===== src/rtl/geb_pkg.sv =====
// Shared widths, constants, arctangent table and rotation record for the ENU basis block.
`timescale 1ns / 1ps

package geb_pkg;

  // Format settings
  localparam int ANGLE_FRAC_BITS = 16;
  localparam int OUTPUT_WIDTH    = 16;
  localparam int CORDIC_STAGES   = 16;

  // Port field widths
  localparam int LAT_W = 24;
  localparam int LON_W = 25;
  localparam int OUT_W = OUTPUT_WIDTH;

  // Angle magnitude and nanodegree conversion
  localparam int MAG_W  = 24;
  localparam int NANO_W = 30;
  localparam int PROD_W = MAG_W + NANO_W;
  localparam int ZN_W   = PROD_W - ANGLE_FRAC_BITS;
  localparam int Z_W    = ZN_W + 1;

  // CORDIC datapath: Q2.30 carried with headroom
  localparam int XY_FRAC = 30;
  localparam int XY_W    = 34;
  localparam logic signed [XY_W-1:0] GAIN_Q30 = XY_W'(652032874);

  // Arctangent table, nanodegrees
  localparam int ATAN_N     = 32;
  localparam int ATAN_IDX_W = $clog2(ATAN_N);
  localparam logic signed [Z_W-1:0] ATAN_NDEG [ATAN_N] = '{
    Z_W'(64'sd45000000000), Z_W'(64'sd26565051177),
    Z_W'(64'sd14036243468), Z_W'(64'sd7125016349),
    Z_W'(64'sd3576334375),  Z_W'(64'sd1789910608),
    Z_W'(64'sd895173710),   Z_W'(64'sd447614171),
    Z_W'(64'sd223810500),   Z_W'(64'sd111905677),
    Z_W'(64'sd55952892),    Z_W'(64'sd27976453),
    Z_W'(64'sd13988227),    Z_W'(64'sd6994114),
    Z_W'(64'sd3497057),     Z_W'(64'sd1748528),
    Z_W'(64'sd874264),      Z_W'(64'sd437132),
    Z_W'(64'sd218566),      Z_W'(64'sd109283),
    Z_W'(64'sd54642),       Z_W'(64'sd27321),
    Z_W'(64'sd13660),       Z_W'(64'sd6830),
    Z_W'(64'sd3415),        Z_W'(64'sd1708),
    Z_W'(64'sd854),         Z_W'(64'sd427),
    Z_W'(64'sd213),         Z_W'(64'sd107),
    Z_W'(64'sd53),          Z_W'(64'sd27)
  };

  // One angle in flight through the rotation chain
  typedef struct packed {
    logic signed [XY_W-1:0] x;
    logic signed [XY_W-1:0] y;
    logic signed [Z_W-1:0]  z;
    logic                   sneg;  // negate sine at the end
    logic                   cneg;  // negate cosine at the end
  } geb_rot_t;

endpackage


===== src/rtl/geb_front.sv =====
// Input conditioning: clamp, magnitude, nanodegree conversion and quadrant fold.
`timescale 1ns / 1ps

module geb_front (
  input  logic                            clk,
  input  logic                            rst,
  input  logic                            en,
  input  logic                            in_valid,
  input  logic signed [geb_pkg::LAT_W-1:0] latitude,
  input  logic signed [geb_pkg::LON_W-1:0] longitude,
  output logic                            valid,
  output geb_pkg::geb_rot_t               lat,
  output geb_pkg::geb_rot_t               lon
);
  import geb_pkg::*;

  localparam logic signed [LAT_W-1:0] LAT_HI = LAT_W'(90 * (2 ** ANGLE_FRAC_BITS));
  localparam logic signed [LON_W-1:0] LON_HI = LON_W'(180 * (2 ** ANGLE_FRAC_BITS));
  localparam logic [MAG_W-1:0]  LAT_MAG_MAX = MAG_W'(90 * (2 ** ANGLE_FRAC_BITS));
  localparam logic [MAG_W-1:0]  LON_MAG_MAX = MAG_W'(180 * (2 ** ANGLE_FRAC_BITS));
  localparam logic [NANO_W-1:0] NANO_C      = NANO_W'(1000000000);
  localparam logic [PROD_W-1:0] HALF_A      = PROD_W'(1) << (ANGLE_FRAC_BITS - 1);
  localparam logic [ZN_W-1:0]   NDEG_90     = ZN_W'(64'd90000000000);
  localparam logic [ZN_W-1:0]   NDEG_180    = ZN_W'(64'd180000000000);

  logic                    v1, v2, v3, v4;
  logic signed [LAT_W-1:0] lat_cl;
  logic signed [LON_W-1:0] lon_cl;
  logic [MAG_W-1:0]        lat_mag1, lon_mag1;
  logic                    lat_neg1, lon_neg1, lat_neg2, lon_neg2, lat_neg3, lon_neg3;
  logic                    lat_neg4, lon_neg4, lat_cneg4, lon_cneg4;
  logic [PROD_W-1:0]       lat_prod2, lon_prod2;
  logic [ZN_W-1:0]         lat_zn3, lon_zn3, lat_z4, lon_z4;

  // Clamp to the legal range
  always_comb begin
    if (latitude > LAT_HI) begin
      lat_cl = LAT_HI;
    end else if (latitude < -LAT_HI) begin
      lat_cl = -LAT_HI;
    end else begin
      lat_cl = latitude;
    end
    if (longitude > LON_HI) begin
      lon_cl = LON_HI;
    end else if (longitude < -LON_HI) begin
      lon_cl = -LON_HI;
    end else begin
      lon_cl = longitude;
    end
  end

  // Valid chain
  always_ff @(posedge clk) begin
    if (rst) begin
      v1 <= 1'b0;
      v2 <= 1'b0;
      v3 <= 1'b0;
      v4 <= 1'b0;
    end else if (en) begin
      v1 <= in_valid;
      v2 <= v1;
      v3 <= v2;
      v4 <= v3;
    end
  end

  // Payload: magnitude, scale to nanodegrees, round, fold above 90 degrees
  always_ff @(posedge clk) begin
    if (en) begin
      lat_neg1  <= lat_cl[LAT_W-1];
      lon_neg1  <= lon_cl[LON_W-1];
      lat_mag1  <= MAG_W'(lat_cl[LAT_W-1] ? -lat_cl : lat_cl);
      lon_mag1  <= MAG_W'(lon_cl[LON_W-1] ? -lon_cl : lon_cl);

      lat_neg2  <= lat_neg1;
      lon_neg2  <= lon_neg1;
      lat_prod2 <= PROD_W'(lat_mag1) * PROD_W'(NANO_C);
      lon_prod2 <= PROD_W'(lon_mag1) * PROD_W'(NANO_C);

      lat_neg3  <= lat_neg2;
      lon_neg3  <= lon_neg2;
      lat_zn3   <= ZN_W'((lat_prod2 + HALF_A) >> ANGLE_FRAC_BITS);
      lon_zn3   <= ZN_W'((lon_prod2 + HALF_A) >> ANGLE_FRAC_BITS);

      lat_neg4  <= lat_neg3;
      lon_neg4  <= lon_neg3;
      lat_cneg4 <= lat_zn3 > NDEG_90;
      lon_cneg4 <= lon_zn3 > NDEG_90;
      lat_z4    <= (lat_zn3 > NDEG_90) ? NDEG_180 - lat_zn3 : lat_zn3;
      lon_z4    <= (lon_zn3 > NDEG_90) ? NDEG_180 - lon_zn3 : lon_zn3;
    end
  end

  // Seed the rotation chain
  assign valid    = v4;
  assign lat.x    = GAIN_Q30;
  assign lat.y    = '0;
  assign lat.z    = signed'({1'b0, lat_z4});
  assign lat.sneg = lat_neg4;
  assign lat.cneg = lat_cneg4;
  assign lon.x    = GAIN_Q30;
  assign lon.y    = '0;
  assign lon.z    = signed'({1'b0, lon_z4});
  assign lon.sneg = lon_neg4;
  assign lon.cneg = lon_cneg4;

  // Clamp keeps magnitudes in range
  a_clamp: assert property (@(posedge clk) disable iff (rst)
    v1 |-> (lat_mag1 <= LAT_MAG_MAX && lon_mag1 <= LON_MAG_MAX))
    else $error("geb_front: clamped magnitude out of range");

  // Fold leaves the angle in the first quadrant
  a_fold: assert property (@(posedge clk) disable iff (rst)
    v4 |-> (lat_z4 <= NDEG_90 && lon_z4 <= NDEG_90))
    else $error("geb_front: folded angle above 90 degrees");

endmodule


===== config.mk =====
export PLATFORM = sky130hd
export DESIGN_NAME = geb_front
export DESIGN_NICKNAME = d
export VERILOG_FILES = /design/src/rtl/geb_pkg.sv /design/src/rtl/geb_front.sv
export SDC_FILE = /design/constraint.sdc
export NUM_CORES = 2
export LEC_CHECK = 0
export BUFFER_PORTS_ARGS = -buffer_cell sky130_fd_sc_hd__buf_2
export CAP_MARGIN = 20
export CORE_MARGIN = 4
export CORE_UTILIZATION = 64
export CTS_BUF_LIST = sky130_fd_sc_hd__clkbuf_8
export CTS_CLUSTER_SIZE = 10
export DETAILED_ROUTE_END_ITERATION = 10
export PLACE_DENSITY = 0.83
export SLEW_MARGIN = 20
export SYNTH_ARGS = -nofsm -noshare
export SYNTH_HDL_FRONTEND = slang
export SYNTH_SLANG_ARGS = --single-unit

===== constraint.sdc =====
create_clock -name clk -period 9.3 [get_ports clk]
set_input_delay 0.93 -clock clk [delete_from_list [all_inputs] [get_ports clk]]
set_output_delay 0.93 -clock clk [all_outputs]
set_load 0.1 [all_outputs]

==> load_flow_metrics.sql <==
INSERT INTO impl_metrics (metric_group, metric, value, unit) VALUES
('clock_network', 'post-cts-setup-buffer-count', '0', ''),
('critical_path', 'timing_worst_setup_path_type', 'register to register', ''),
('global_routing', 'first_global_vias', '22624', ''),
('yosys', 'syn_inst', '3215', ''),
('routing', 'detail_route.vias_per_cell', '5.45', ''),
('yosys', 'async_reset_ff_share', '0', '%'),
('placed_design', 'io_buffers', '133', ''),
('sta', 'grt_setup_unrepaired', 'false', ''),
('sta', 'max_slew.worst_pin.slew', '0.958', 'ns'),
('yosys', 'synthDistinctLibCells', '78', ''),
('layout', 'flow.area_growth_from_synthesis', '4.98', '%'),
('yosys', 'synth-edff-count', '288', ''),
('clock_network', 'cts.repair.resized', '0', ''),
('layout', 'final_layout_size_suffix_gt1_share', '6.24', '%'),
('critical_path', 'worst_ep_arrival_time', '7.35', 'ns'),
('floorplanning', 'initial_core_util', '65.0', '%'),
('clock_network', 'cts-buffers-inserted', '47', ''),
('sta', 'timing.final.hold_violations', '0', ''),
('critical_path', 'path_cells', 'inv_1 > fa_1 > fa_1 > fa_1 > fa_1 > inv_1 > fa_1 > fa_1 > inv_1 > fa_1 > inv_1 > ha_1 > a21o_1 > a21o_1 > a21o_1 > a21oi_1 > a211oi_1 > o21a_1 > a221o_1 > a21oi_1 > xnor2_1', ''),
('yosys', 'synth.top_cell.area_share', '25.8', '%'),
('critical_path', 'worst_setup_path_end_kind', 'register', ''),
('yosys', 'netlist_top_cells_count', 'sky130_fd_sc_hd__inv_1 (699), sky130_fd_sc_hd__ha_1 (458), sky130_fd_sc_hd__fa_1 (442)', ''),
('routing', 'route.antenna.remaining_nets', '0', ''),
('critical_path', 'cpMaxStageDelayCell', 'sky130_fd_sc_hd__fa_1', ''),
('critical_path', 'timing.critical_path.max_delay_family', 'adder cells', ''),
('yosys', 'syn_std_cell_area', '34300', 'um^2'),
('yosys', 'seq_area_frac_synth', '25.4', '%'),
('floorplanning', 'core-area', '52800', 'um^2'),
('yosys', 'post-synth-top-count-cell', 'sky130_fd_sc_hd__inv_1', ''),
('sta', 'maxClockFrequency', '143', 'MHz'),
('global_routing', 'grt_util_met3', '5.07', '%'),
('routing', 'drt_wl_total', '69.4', 'mm'),
('routing', 'total_number_of_vias', '22253', ''),
('routing', 'detailedRoute.firstPassIterationCount', '6', ''),
('sta', 'finalCritPeriodShare', '75.2', '%'),
('clock_network', 'max_buffers_root_to_sink', '3', ''),
('run', 'timing.max_cap.violations', '0', ''),
('global_routing', 'grt_antenna_before_repair', '0', ''),
('global_routing', 'grt_most_used_layer', 'met2', ''),
('floorplanning', 'std_cell_rows', '84', ''),
('yosys', 'dominant_cells_by_area_after_synthesis', 'sky130_fd_sc_hd__fa_1 (26%), sky130_fd_sc_hd__edfxtp_1 (25%), sky130_fd_sc_hd__ha_1 (17%), sky130_fd_sc_hd__inv_1 (7.6%), sky130_fd_sc_hd__xnor2_1 (4.1%)', ''),
('critical_path', 'worstPathBufferInverterCount', '4', ''),
('critical_path', 'max_stage_delay', '0.59', 'ns'),
('clock_network', 'cts-root-buf', 'sky130_fd_sc_hd__clkbuf_8', ''),
('global_routing', 'grt_util_met1', '35.8', '%'),
('placed_design', 'dp_hpwl', '59.5', 'mm'),
('global_routing', 'grt_util_all_layers', '24.7', '%'),
('sta', 'tns', '0', 'ns'),
('global_routing', 'grt.overflow.total', '0', ''),
('clock_network', 'clkLatencyLatePin', '0.64', 'ns'),
('clock_network', 'tritoncts', 'yes', ''),
('min_path', 'timing.hold.worst.class', 'register to register', ''),
('placed_design', 'gp_routability_congestion', '0.955', ''),
('status', 'status', 'completed', ''),
('critical_path', 'critPathMaxFanout', '8', ''),
('critical_path', 'critPathMostFrequentCell', 'sky130_fd_sc_hd__fa_1', ''),
('floorplanning', 'die-area', '57400', 'um^2'),
('routing', 'route.detailed.wl_per_inst', '17.0', 'um'),
('yosys', 'yosys_top_cell_by_area', 'sky130_fd_sc_hd__fa_1', ''),
('sta', 'slew-limit-headroom', '36.1', '%'),
('critical_path', 'worstSetupStartpoint', 'lon_mag1[3]', ''),
('yosys', 'synth_seq_cells', '292', ''),
('clock_network', 'numClockSinks', '292', ''),
('floorplanning', 'design.portCount', '272', ''),
('clock_network', 'cts.clk_slew.worst_paths', '0.06', 'ns'),
('routing', 'drc', '0', ''),
('global_routing', 'global_route_wire_length_before_repair', '114', 'mm'),
('yosys', 'syn_avg_cell_area', '10.7', 'um^2'),
('sta', 'report.final.setup_viol', '0', ''),
('clock_network', 'cts.hold.buffers_added', '0', ''),
('yosys', 'synth_flop_cell', 'sky130_fd_sc_hd__edfxtp_1', '');
[layer usage]
layer / up-vias / share of wire [%]
li1: 10565 / -
met1: 10764 / 44
met2: 798 / 46
met3: 126 / 7.8
met4: 0 / 2.3
met5: - / 0
[path summary, 6_finish.rpt]
check             endpoint  slack [ns]  cells past startpoint
min reg2reg       lat_neg3        0.42                      0
min               lat_neg3        0.42                      0
max          lon_prod2[52]        2.30                     21
max reg2reg  lon_prod2[52]        2.30                     21
[layout by cell type (no fill, tap or decap), types with 10 or more instances in the layout]
cell	Yosys	final
sky130_fd_sc_hd__clkinv_1	0	12
sky130_fd_sc_hd__o21a_1	12	12
sky130_fd_sc_hd__ha_1	458	458
sky130_fd_sc_hd__inv_1	699	711
sky130_fd_sc_hd__nand2_1	125	125
sky130_fd_sc_hd__clkbuf_8	0	47
sky130_fd_sc_hd__conb_1	2	138
sky130_fd_sc_hd__edfxtp_1	288	288
sky130_fd_sc_hd__nor2b_1	15	15
sky130_fd_sc_hd__a31oi_1	21	21
sky130_fd_sc_hd__a21o_1	52	52
sky130_fd_sc_hd__a21oi_1	96	96
sky130_fd_sc_hd__and3_1	25	25
sky130_fd_sc_hd__or4_1	10	10
sky130_fd_sc_hd__o21ai_0	65	65
sky130_fd_sc_hd__fa_1	442	442
sky130_fd_sc_hd__nand4_1	24	24
sky130_fd_sc_hd__xor2_1	91	91
sky130_fd_sc_hd__nand3_1	58	58
sky130_fd_sc_hd__nand2b_1	12	12
sky130_fd_sc_hd__nor4_1	10	10
sky130_fd_sc_hd__buf_2	6	132
sky130_fd_sc_hd__or3_1	15	15
sky130_fd_sc_hd__xnor2_1	160	160
sky130_fd_sc_hd__nor2_1	160	160
sky130_fd_sc_hd__nor3_1	46	46
[cell families after synthesis]
kind of cell | after synthesis | synth area share [%]
adders and majority gates | 900 | 42.5
buffers and inverters | 874 | 11.2
and+or+nand+nor | 537 | 7.55
AOI/OAI and AO/OA | 353 | 6.70
DFF | 292 | 25.4
xor gates and xnor gates | 251 | 6.41
muxes | 6 | 0.175
other | 2 | 0.0219
[area by class of cell]
cell class              count  area, um^2
clock buffers              47         647
well taps                 688         861
fillers                  3813       16800
inverters                 702        2640
flip-flops and latches    292        8730
repair buffers            136         698
diodes                      1        2.50
clock inverters            35         191
multi-input cells        2185       22200
[metrics by stage]
stage	setup slack, ns	instance area, um^2	instances	hold slack (ns)	utilization [%]
final	2.30	36000	4086	0.422	68.2
after global routing	2.02	36000	4085	0.423	68.2
after CTS	2.29	36000	4085	0.426	68.2
after detailed placement	2.34	35200	4003	0.410	66.7
after global placement	2.48	35200	4003	0.401	66.7
after floorplan	2.80	34800	3351	0.400	-
[state kept, by name (all words and copies together) (netlist names), 24 cells and up]
signal and flops:
lat_prod2 39, lon_prod2 39, lat_z4 38, lat_zn3 38, lon_z4 38, lon_zn3 38, lat_mag1 24, lon_mag1 24
Power is not shown: default switching activity piles up to over one toggle a cycle in this logic, so the estimate is an artifact.
